$ cat src/hw/rtl/srsu_pkg.sv
// shared types, constants and the row compare function for the sorted row set union
`timescale 1ns / 1ps
package srsu_pkg;

  localparam int SEG_FIELDS       = 4;
  localparam int SEG_W            = 64;
  localparam int DATA_W           = SEG_FIELDS * SEG_W;
  localparam int REQ_W            = 2;
  localparam int CFG_IDX_W        = 2;
  localparam int CFG_DATA_W       = 12;
  localparam int NSEG_W           = 3;
  localparam int DEF_MAX_SEGMENTS = 4;
  localparam int DEF_ROWS         = 1024;

  localparam logic [REQ_W-1:0] REQ_LOAD_L = 2'd0;
  localparam logic [REQ_W-1:0] REQ_LOAD_R = 2'd1;
  localparam logic [REQ_W-1:0] REQ_PULL   = 2'd2;

  localparam logic [CFG_IDX_W-1:0] CFG_NUM_SEGMENTS = 2'd0;
  localparam logic [CFG_IDX_W-1:0] CFG_CHUNK_ROWS   = 2'd1;

  typedef struct packed {
    logic load;       // write loaded row into the store of side
    logic start;      // first pull: enter merge phase
    logic sort_init;  // order[0] = 0, i = 1
    logic key_rd;     // read store[i], j = i
    logic key_latch;  // key row from store read data
    logic place;      // order[j] = i, i++
    logic ord_rd;     // read order[j-1]
    logic idx_rd;     // latch order data, read the row it points at
    logic shift;      // order[j] = idx, j--
    logic mord;       // merge: read both order heads
    logic msto;       // merge: read both head rows
    logic emit;       // merge: build the result transfer
    logic side;       // 0 left, 1 right
  } dp_cmd_t;

  typedef struct packed {
    logic merge_phase;
    logic both_loaded;
    logic i_done;
    logic j_zero;
    logic key_less;
    logic out_free;
  } dp_stat_t;

  // a sorts strictly before b over the first n segments
  function automatic logic row_less(input logic [DATA_W-1:0] a,
                                    input logic [DATA_W-1:0] b,
                                    input logic [NSEG_W-1:0] n);
    logic lt;
    logic decided;
    lt      = 1'b0;
    decided = 1'b0;
    for (int s = 0; s < SEG_FIELDS; s++) begin
      if (!decided && (s < int'(n))) begin
        if (a[s*SEG_W +: SEG_W] < b[s*SEG_W +: SEG_W]) begin
          lt      = 1'b1;
          decided = 1'b1;
        end else if (b[s*SEG_W +: SEG_W] < a[s*SEG_W +: SEG_W]) begin
          decided = 1'b1;
        end
      end
    end
    return lt;
  endfunction

endpackage

$ cat src/hw/rtl/srsu_ctrl.sv
// controller: request decode, insertion sort sequencer and merge sequencer
`timescale 1ns / 1ps
module srsu_ctrl (
  input  logic                     clk,
  input  logic                     rst,
  input  logic                     accept,
  input  logic [srsu_pkg::REQ_W-1:0] req_type,
  input  srsu_pkg::dp_stat_t       stat,
  output logic                     idle,
  output srsu_pkg::dp_cmd_t        cmd
);

  localparam logic [3:0] ST_IDLE  = 4'd0;
  localparam logic [3:0] ST_SINIT = 4'd1;
  localparam logic [3:0] ST_SKEY  = 4'd2;
  localparam logic [3:0] ST_SKEYL = 4'd3;
  localparam logic [3:0] ST_SJ    = 4'd4;
  localparam logic [3:0] ST_SJO   = 4'd5;
  localparam logic [3:0] ST_SJS   = 4'd6;
  localparam logic [3:0] ST_MORD  = 4'd7;
  localparam logic [3:0] ST_MSTO  = 4'd8;
  localparam logic [3:0] ST_MEMIT = 4'd9;

  logic [3:0] state;
  logic [3:0] state_next;
  logic       side;
  logic       side_next;

  assign idle = (state == ST_IDLE);

  always_ff @(posedge clk) begin
    if (rst) begin
      state <= ST_IDLE;
      side  <= 1'b0;
    end else begin
      state <= state_next;
      side  <= side_next;
    end
  end

  always_comb begin
    state_next = state;
    side_next  = side;
    cmd        = '0;
    cmd.side   = side;
    unique case (state)
      ST_IDLE: begin
        if (accept) begin
          unique case (req_type) inside
            srsu_pkg::REQ_LOAD_L, srsu_pkg::REQ_LOAD_R: begin
              cmd.load = 1'b1;
              cmd.side = req_type[0];
            end
            srsu_pkg::REQ_PULL: begin
              if (stat.merge_phase) begin
                state_next = ST_MORD;
              end else begin
                cmd.start  = 1'b1;
                side_next  = 1'b0;
                state_next = stat.both_loaded ? ST_SINIT : ST_MORD;
              end
            end
            default: ;
          endcase
        end
      end
      ST_SINIT: begin
        cmd.sort_init = 1'b1;
        state_next    = ST_SKEY;
      end
      ST_SKEY: begin
        if (stat.i_done) begin
          if (!side) begin
            side_next  = 1'b1;
            state_next = ST_SINIT;
          end else begin
            state_next = ST_MORD;
          end
        end else begin
          cmd.key_rd = 1'b1;
          state_next = ST_SKEYL;
        end
      end
      ST_SKEYL: begin
        cmd.key_latch = 1'b1;
        state_next    = ST_SJ;
      end
      ST_SJ: begin
        if (stat.j_zero) begin
          cmd.place  = 1'b1;
          state_next = ST_SKEY;
        end else begin
          cmd.ord_rd = 1'b1;
          state_next = ST_SJO;
        end
      end
      ST_SJO: begin
        cmd.idx_rd = 1'b1;
        state_next = ST_SJS;
      end
      ST_SJS: begin
        if (stat.key_less) begin
          cmd.shift  = 1'b1;
          state_next = ST_SJ;
        end else begin
          cmd.place  = 1'b1;
          state_next = ST_SKEY;
        end
      end
      ST_MORD: begin
        cmd.mord   = 1'b1;
        state_next = ST_MSTO;
      end
      ST_MSTO: begin
        cmd.msto   = 1'b1;
        state_next = ST_MEMIT;
      end
      ST_MEMIT: begin
        if (stat.out_free) begin
          cmd.emit   = 1'b1;
          state_next = ST_IDLE;
        end
      end
      default: state_next = ST_IDLE;
    endcase
  end

endmodule

$ cat config.mk
export PLATFORM = sky130hd
export DESIGN_NAME = srsu_ctrl
export DESIGN_NICKNAME = d
export VERILOG_FILES = /design/src/hw/rtl/srsu_pkg.sv /design/src/hw/rtl/srsu_ctrl.sv
export SDC_FILE = /design/constraint.sdc
export NUM_CORES = 1
export LEC_CHECK = 0
export ABC_AREA = 0
export BUFFER_PORTS_ARGS = -buffer_cell sky130_fd_sc_hd__buf_2
export CAP_MARGIN = 20
export CORE_AREA = 2 2 39 41
export CTS_BUF_LIST = sky130_fd_sc_hd__clkbuf_8
export DETAILED_ROUTE_END_ITERATION = 7
export DIE_AREA = 0 0 41 43
export PLACE_DENSITY = 0.73
export SLEW_MARGIN = 40
export SYNTH_ARGS = -nofsm -noshare
export SYNTH_HDL_FRONTEND = slang
export SYNTH_SLANG_ARGS = --single-unit
$ cat constraint.sdc
create_clock -name clk -period 1.87 [get_ports clk]
set_clock_uncertainty 0.05 [all_clocks]
set_input_delay 0.0935 -clock clk [delete_from_list [all_inputs] [get_ports clk]]
set_output_delay 0.0935 -clock clk [all_outputs]
set_load 0.005 [all_outputs]
==> summary.md, run 1 <==
| Metric | Value |
|---|---|
| Status | finished, final reports clean |
| Worst EP required | between 1.5 and 2 ns |
| DRT Wirelength | ~1200 µm |
| Overflow after GRT | 0 |
| # DRC | 0 |
| TritonCTS Sinks | 5 |
| Setup Fix Bufs, Post-CTS | 0 |
| Via Count | 544 |
| Initial Utilization | 0.3309 |
| FMAX | roughly 570 MHz |
| Cell area after synthesis | around 460 µm² |
| CTS tree | done |
| Post-DR wirelength/cell | roughly 11 µm |
| Clock share of power | 0.228 |
| Leak pwr | between 0.3 and 0.4 nW |
| Pre-CTS WS | 0.2695 ns |
| CP arrival | around 1.6 ns |
| Cell internal pwr | around 0.5 mW |
| TNS Setup | 0 ns |
| Initial DRC count | 8 |
| Most frequent cells in the layout | 24 x buf_2, 11 x nor2_1, 8 x nand2_1, 5 x nor2b_1, 4 x dfxtp_1 |
| Power density over the cells | 1351 mW/mm² |
| Fin. max-slew vios | 0 |
| Fin crit period | around 1.8 ns |
| Critical-path maximum fanout | 7 |
| H-Tree Depth | 1 |
| Nets@finish | roughly 100 |
| Die width | ~41 µm |
| Final setup margin | about 0.1 ns |
| Most common cell after layout, fill and taps aside | buf_2 |
| First-pass GRT wire length | approximately 1800 µm |
| # Max-Cap Violations | 0 |
| Cells resized by post-CTS repair | 0 |
| Dpl hpwl | 854.5 µm |
| Die height | between 40 and 50 µm |
| Combinational Power Share | 0.534 |
| Vias in the first global route | about 440 |
| Initial antenna violation count | 0 |
| Deepest clock path buffer count | 2 |
| Clk_lat worst skew | around 0.23 ns |
| Kind of critical path | reg2out |
| Register area share after synthesis | 0.2186 |
| YS warnings | 0 |
| Layout cell share with drive strength beyond 1 | 0.3956 |
| Num ports | 25 |
| Total GRT Usage | 0.1558 |
| Synth Area per Inst | between 7 and 8 µm² |
| Total die area | 0.001763 mm² |
| Flop pwr share | 0.238 |
| Syn Nets | 76 |
| Largest net degree at the start of global routing | 16 |
| Hold buffer count at CTS | 0 |
| HP Class | in2reg |
| Layout fillers | roughly 150 |
| Setup-failing EPs final | 0 |
| Final Hold Fails | 0 |
| Post-synth cell types | 30 |
| FP Rows | 14 |
| Clk pin slew, worst setup/hold paths | about 0.030 ns |
| Drt pass-1 iters | 4 |
| CTS Buf Count | 3 |
| Area Overhead vs Synth | 40.16% |
| Switching Share | 0.4226 |
| DRT antenna net count | 0 |
| Slew headroom | 0.7704 |
| Vias per inst | 5.084 |
| Max IR drop VDD | between 0.0006 and 0.0007 V |
| Inserted Diodes | 0 |
| CTS root buffer | clkbuf_8 |
| Tightest Pin Transition | 0.3440 ns |
| Number of port buffers | 24 |
| WHS | 0.06523 ns |
| Startpoint Class | flop |
| Final worst-path cycle share | 0.9460 |
| Worst Setup End Kind | output pin |
| GPL Wtd Cong | roughly 0.75 |
| #FFs+latches synth | 5 |
| Post-synthesis instance total | 65 |
| Switching power | between 0.3 and 0.4 mW |
| Core area | approximately 0.0014 mm² |
cells in the mapped netlist:
master	instances	area, µm²
a2111oi_1	1	10.01
a211oi_1	1	7.510
a21oi_1	2	10.01
a21oi_2	2	17.52
a221oi_1	2	17.52
a31oi_1	1	6.260
and2_1	1	6.260
and3_1	1	6.260
buf_2	1	5.000
buf_4	1	7.510
clkbuf_1	2	7.510
dfxtp_1	5	100.1
inv_1	1	3.750
mux2_1	1	11.26
nand2_1	8	30.03
nand2b_1	3	18.77
nor2_1	12	45.04
nor2b_1	5	31.28
nor3_1	3	15.01
nor3b_2	1	12.51
nor4_1	2	12.51
nor4_2	1	12.51
nor4b_2	1	15.01
o21a_1	1	7.510
o21ai_0	1	5.000
o21ai_1	1	5.000
o21bai_1	1	7.510
o22ai_1	1	6.260
o31a_1	1	8.760
or3b_1	1	8.760
flip-flops by register name (all words and copies together), names as in the netlist:
register  count
state         4
side          1
area by class of cell:
| class | count | area, µm² | area share |
|---|---|---|---|
| inverters | 1 | 3.754 | 0.005848 |
| multi-input cells | 55 | 336.6 | 0.5244 |
| clock inverters | 1 | 3.754 | 0.005848 |
| repair buffers | 26 | 135.1 | 0.2105 |
| well taps | 16 | 20.02 | 0.03119 |
| clock buffers | 3 | 41.29 | 0.06433 |
| flip-flops and latches | 5 | 101.3 | 0.1579 |
metal layers:
| metal | global-route usage | up-vias | part of all wire |
|---|---|---|---|
| li1 | - | 285 | - |
| met1 | 0.1968 | 232 | 0.46 |
| met2 | 0.2188 | 24 | 0.44 |
| met3 | 0.04712 | 3 | 0.081 |
| met4 | 0.1000 | 0 | 0.020 |
| met5 | 0 | - | 0 |
kinds of logic (layout without fill, tap and decap cells):
kind of cell / Yosys count / count (layout) / synth area share
AO/OA/AOI/OAI: 15 / 15 / 0.2377
flip-flops: 5 / 5 / 0.2186
AND/OR/NAND/NOR: 39 / 39 / 0.4672
buffers and inverters: 5 / 31 / 0.05191
multiplexers: 1 / 1 / 0.02459
critical path: stages, from the launching register on:
cell and delay [ns]:
dfxtp_1 0.36, nor2_2 0.21, nand2_1 0.15, nor3b_2 0.21, mux2_1 0.33, buf_2 0.13
worst paths after layout:
check	slack (ns)	to	start	cells after the start
setup / recovery	0.10	cmd[0]	state[2]	5
hold / removal	0.07	state[0]	rst	2
setup reg to reg	0.34	state[1]	state[2]	4
hold reg to reg	0.50	side	side	2
through the flow:
stage	std cells	power (mW)	utilization	instance area, µm²
global placement	103	0.6496	0.4286	593.1
finish	107	0.8673	0.4638	641.9
CTS	107	0.8635	0.4611	638.1
floorplan	65	0.5237	-	457.9
global route	107	0.9515	0.4638	641.9
detailed placement	103	0.6537	0.4286	593.1
power by group through the flow:
stage                     registers [mW]  logic [mW]  clock network, mW
after floorplan                    0.172       0.352                  0
after global placement             0.198       0.451                  0
after detailed placement           0.201       0.453                  0
after CTS                          0.200       0.461              0.203
after global routing               0.213       0.525              0.214
final                              0.206       0.463              0.198
Power figures use the tool's default switching activity.
==> run 2, diff against run 1 <==
Settings changed: CAP_MARGIN 20 to 10, SETUP_SLACK_MARGIN from default to 0.5.
==> summary.md, run 2 (synthesis results as in run 1) <==
| Metric | Value |
|---|---|
| Core area | 0.001384 mm² (unchanged) |
| CTS tree | done |
| Post-DR wirelength/cell | 13.91 µm (+26%) |
| Setup-failing EPs final | 0 (unchanged) |
| Vias in the first global route | 550 (+25%) |
| Final Cell Area | 897.1 µm² (+40%) |
| Worst Setup End Kind | output pin |
| Nets@finish | 117 (+14%) |
| Layout cell share with drive strength beyond 1 | 0.6286 (+0.2330) |
| Num ports | 25 (unchanged) |
| CP arrival | 1.43 ns (-0.20 ns) |
| Fin crit period | 1.571 ns (-0.1985 ns) |
| Leak pwr | 0.4056 nW (+34%) |
| Initial Utilization | 0.3309 (unchanged) |
| Status | finished, final reports clean |
| CTS root buffer | clkbuf_8 |
| Pre-CTS WS | 0.2401 ns (-0.02935 ns) |
| Kind of critical path | reg2out |
| TNS Setup | 0 ns (unchanged) |
| Initial DRC count | 10 (+2) |
| DRT Wirelength | 1683 µm (+43%) |
| Fin cells | 121 (+13%) |
| WHS | 0.05919 ns (-0.006042 ns) |
| Final Hold Fails | 0 (unchanged) |
| Clk pin slew, worst setup/hold paths | 0.04 ns (about the same) |
| Dpl hpwl | 870.4 µm (+1.9%) |
| Total GRT Usage | 0.2020 (+0.04623) |
| Tightest Pin Transition | 0.3036 ns (-0.04041 ns) |
| DRT antenna net count | 0 (unchanged) |
| Die height | 43 µm (unchanged) |
| Inserted Diodes | 0 (unchanged) |
| Area Overhead vs Synth | 95.90% |
| Final worst-path cycle share | 0.8399 (-0.1061) |
| Power density over the cells | 1490 mW/mm² (+10%) |
| Slew headroom | 0.7957 (+0.02539) |
| Dpl cells | 102 (-0.97%) |
| # Max-Cap Violations | 0 (unchanged) |
| First-pass GRT wire length | 2401 µm (+32%) |
| H-Tree Depth | 1 (unchanged) |
| Critical path's slowest cell | mux2_1 |
| Initial antenna violation count | 0 (unchanged) |
| Vias per inst | 5.306 (+4.4%) |
| FMAX | 636.7 MHz (+13%) |
| Most common cell after layout, fill and taps aside | buf_2 |
| Drt pass-1 iters | 4 (unchanged) |
| Overflow after GRT | 0 (unchanged) |
| Max reg flops | 4 (unchanged) |
| Final setup margin | 0.2995 ns (+0.1985 ns) |
| Clk_lat worst skew | 0.23 ns (about the same) |
| TritonCTS Sinks | 5 (unchanged) |
| Total die area | 0.001763 mm² (unchanged) |
| GPL Wtd Cong | 0.7451 (-1.0%) |
| Largest net degree at the start of global routing | 16 (unchanged) |
| Max IR drop VDD | 0.0008169 V (+20%) |
| RSZ-0062 raised after global routing | true |
| Biggest regs | state x4, side x1 |
| Deepest clock path buffer count | 2 (unchanged) |
| Via Count | 642 (+18%) |
| HP Class | in2reg |
| Cells along the critical path | nor2_4 -> nand2_2 -> nor3b_2 -> mux2_1 -> buf_2 |
| Startpoint Class | flop |
| Worst EP required | 1.73 ns (about the same) |
| Number of port buffers | 24 (unchanged) |
| Fin. max-slew vios | 0 (unchanged) |
| # DRC | 0 (unchanged) |
| Core Util, Final | 0.6483 (+0.1844) |
| Layout fillers | 109 (-29%) |
| Biggest register | state |
| Die width | 41 µm (unchanged) |
| Most frequent cells in the layout | 22 x buf_2, 11 x buf_6, 10 x nor2_1, 7 x nand2_1, 7 x buf_4 |
| FP Rows | 14 (unchanged) |
| Critical-path maximum fanout | 2 (-5) |
| Area after DPL | 588.1 µm² (-0.84%) |
| CTS Buf Count | 3 (unchanged) |
| Total Power | 1.336 mW (+54%) |
| CP max stage delay | 0.34 ns (-0.02 ns) |
-- run 2: changes by cell type in the layout (fill, tap and decap cells not counted), moves of 2 or more --
cell | before | now
buf_2 | 24 | 22
dfxtp_1 | 4 | 1
buf_6 | 0 | 11
dfxtp_4 | 0 | 3
a221oi_2 | 0 | 2
buf_4 | 2 | 7
a221oi_1 | 2 | 0
-- run 2: area by class of cell --
| type | instances | area, µm² | area share |
|---|---|---|---|
| clock inverters | 1 | 3.754 | 0.004184 |
| inverters | 1 | 3.754 | 0.004184 |
| repair buffers | 40 | 286.5 | 0.3194 |
| flip-flops and latches | 5 | 112.6 | 0.1255 |
| well taps | 16 | 20.02 | 0.02232 |
| multi-input cells | 55 | 429.2 | 0.4784 |
| clock buffers | 3 | 41.29 | 0.04603 |
-- run 2: path summary, 6_finish.rpt --
kind,slack (ns),start,depth (start not counted),endpoint
setup / recovery,0.30,state[1],5,cmd[0]
hold / removal,0.06,rst,2,state[0]
hold reg to reg,0.50,side,2,side
setup reg to reg,0.43,state[3],5,state[1]
-- run 2: worst max-delay path: cells and delay by family (launching register included) --
family,cells,cell delay (ns)
buffers and inverters,1,0.13
DFF,1,0.33
muxes,1,0.34
and+or+nand+nor,3,0.40
-- run 2: repair_timing --
action	in CTS	in global routing
endpoints found under the setup margin	17	16
pin swaps	7	10
hold buffers	0	0
hold endpoints to repair	0	0
buffers inserted	12	3
gates resized for setup	25	11
-- run 2: layer usage --
| layer | GRT usage | share of wire | wire [µm] | vias to the layer above |
|---|---|---|---|---|
| li1 | - | - | - | 314 |
| met1 | 0.2645 | 0.41 | 690 | 293 |
| met2 | 0.3063 | 0.52 | 880 | 31 |
| met3 | 0.03141 | 0.049 | 83 | 4 |
| met4 | 0.1000 | 0.017 | 28 | 0 |
| met5 | 0 | 0 | 0 | - |
-- run 2: power by group --
group          internal, mW  switching [mW]  total [mW]
combinational         0.504           0.430       0.934
sequential            0.151          0.0415       0.192
clock                 0.142          0.0680       0.210
total                 0.797           0.539        1.34
==> run 3, diff against run 2 <==
Clock period 1.87 ns to 1.6 ns, I/O delays scaled along.
==> summary.md, run 3 (synthesis results as in run 1) <==
| Metric | Value |
|---|---|
| Power density over the cells | 1985 mW/mm² (+33%) |
| CTS Buf Count | 3 (unchanged) |
| Clock share of power | 0.104 (-0.053) |
| Die height | 43 µm (unchanged) |
| Most common cell after layout, fill and taps aside | buf_2 |
| Number of port buffers | 24 (unchanged) |
| CTS tree | done |
| H-Tree Depth | 1 (unchanged) |
| Vias in the first global route | 675 (+23%) |
| Largest net degree at the start of global routing | 16 (unchanged) |
| Fin crit period | 1.556 ns |
| Hold Crit Start | rst |
| Vias per inst | 5.654 (+6.6%) |
| DRT antenna net count | 0 (unchanged) |
| DRT Wirelength | 2300 µm (+37%) |
| Initial antenna violation count | 0 (unchanged) |
| Layout cell share with drive strength beyond 1 | 0.7632 (+0.1346) |
| Tightest Pin Transition | 0.3707 ns (+0.06711 ns) |
| Reg-to-Reg End | state[1] |
| Reg2Reg Depth | 9 (+4) |
| Switching power | 0.8584 mW (+59%) |
| Nets@finish | 126 (+7.7%) |
| Final worst-path cycle share | 0.9726 |
| Critical-path maximum fanout | 6 (+4) |
| Max IR drop VDD | 0.001184 V (+45%) |
| Dpl hpwl | 999.6 µm (+15%) |
| Area Overhead vs Synth | 136.6% |
| Fin. max-slew vios | 0 (unchanged) |
| Clk pin slew, worst setup/hold paths | 0.03 ns (about the same) |
| # DRC | 0 (unchanged) |
| Inserted Diodes | 0 (unchanged) |
| Multi-input gate area | 509.2 µm² (+19%) |
| Crit. Startpoint | state[2] |
| Deepest clock path buffer count | 2 (unchanged) |
| R2R Setup Slk | 0.09 ns (-0.34 ns) |
| GPL Wtd Cong | 0.8549 (+15%) |
| TritonCTS Sinks | 5 (unchanged) |
| Clk_lat worst skew | 0.22 ns (about the same) |
| Slew headroom | 0.7520 (-0.04379) |
| Setup-failing EPs final | 0 (unchanged) |
| Core area | 0.001384 mm² (unchanged) |
| Total die area | 0.001763 mm² (unchanged) |
| Total GRT Usage | 0.2575 (+0.05554) |
| CP arrival | 1.43 ns (about the same) |
| Flop pwr share | 0.109 (-0.035) |
| Biggest regs | state x4, side x1 |
| Switching Share | 0.3991 (-0.004506) |
| RSZ-0062 raised after global routing | true |
| Worst Setup End Kind | output pin |
| First-pass GRT wire length | 3022 µm (+26%) |
| Post-DR wirelength/cell | 17.69 µm (+27%) |
| CP endpoint | cmd[2] |
| HP Class | in2reg |
| Reg-to-reg critical path startpoint | state[2] |
| Initial DRC count | 18 (+8) |
| Biggest register | state |
| Fin cells | 130 (+7.4%) |
| FP Rows | 14 (unchanged) |
| Startpoint Class | flop |
| Layout fillers | 86 (-21%) |
| Dpl cells | 104 (+2.0%) |
| FMAX | 642.6 MHz |
| Max reg flops | 4 (unchanged) |
| Drt pass-1 iters | 4 (unchanged) |
| Num ports | 25 (unchanged) |
| Die width | 41 µm (unchanged) |
| Via Count | 735 (+14%) |
| Overflow after GRT | 0 (unchanged) |
| Most frequent cells in the layout | 23 x buf_2, 15 x buf_4, 6 x nor2_1, 6 x buf_6, 5 x nand2_1 |
| # Max-Cap Violations | 0 (unchanged) |
| Final Hold Fails | 0 (unchanged) |
| Worst EP required | 1.47 ns (-0.26 ns) |
| Status | finished, final reports clean |
| Leak pwr | 0.4790 nW (+18%) |
| Sequential Area | 115.1 µm² (+2.2%) |
| Initial Utilization | 0.3309 (unchanged) |
| Kind of critical path | reg2out |
| Total Power | 2.151 mW (+61%) |
| CTS root buffer | clkbuf_8 |
| Combinational Power Share | 0.786 (+0.087) |
| Cell internal pwr | 1.293 mW (+62%) |
## run 3: changes by cell type in the layout (fill, tap and decap cells not counted), sizes merged
cell    change
clkbuf      +1
buf         +8
## run 3: critical path, cell delays in order (launching register included)
cell     delay (ns)
dfxtp_4        0.36
nor2_4         0.13
buf_4          0.14
buf_4          0.09
buf_4          0.09
buf_6          0.12
nand2_4        0.07
nor2_2         0.09
buf_2          0.12
## run 3: per-layer routing
metal	global-route usage	routed length, µm
met1	0.3172	946
met2	0.4125	1190
met3	0.05759	106
met4	0.1000	57
met5	0	0
## run 3: cell type report
class | instances | area share
inverter | 1 | 0.003464
sequential | 5 | 0.1062
clock buffer | 3 | 0.03811
clock inverter | 1 | 0.003464
timing repair buffer | 49 | 0.3603
multi-input combinational | 55 | 0.4700
tap | 16 | 0.01848
## run 3: worst min-delay path by stage
| stage | slack, ns | depth (start not counted) | endpoint |
|---|---|---|---|
| 5_1_grt | 0.06 | 2 | state[0] |
| 4_1_cts | 0.05 | 2 | state[0] |
| 2_1_floorplan | 0.09 | 1 | state[1] |
| 3_3_place_gp | 0.26 | 2 | state[1] |
| 6_report | 0.05 | 2 | state[0] |
| 3_5_place_dp | 0.27 | 2 | state[0] |
## run 3: power groups by stage
stage	Combinational, mW	Clock (mW)	Sequential [mW]
after floorplan	0.492	0	0.216
after detailed placement	0.624	0	0.245
after global placement	0.614	0	0.243
after CTS	1.33	0.233	0.230
after global routing	1.77	0.239	0.239
final	1.69	0.224	0.235
## run 3: stage by stage
stage	area, µm²	hold slack, ns	setup slack, ns	utilization	setup TNS, ns
2_1_floorplan	506.7	0.09357	0.3138	-	0
3_3_place_gp	638.1	0.2638	0.1764	0.4611	0
3_5_place_dp	638.1	0.2701	0.1466	0.4611	0
4_1_cts	960.9	0.04986	0.07159	0.6944	0
5_1_grt	1084	0.06464	-0.002012	0.7830	-0.002012
6_report	1084	0.05181	0.04384	0.7830	0
## run 3: what timing repair did
action / CTS / global route
pin swaps: 19 / 6
hold endpoints to repair: 0 / 0
buffers inserted: 17 / 4
hold buffers: 0 / 0
cloned: 0 / 1
resized for setup: 29 / 16
endpoints found under the setup margin: 19 / 19
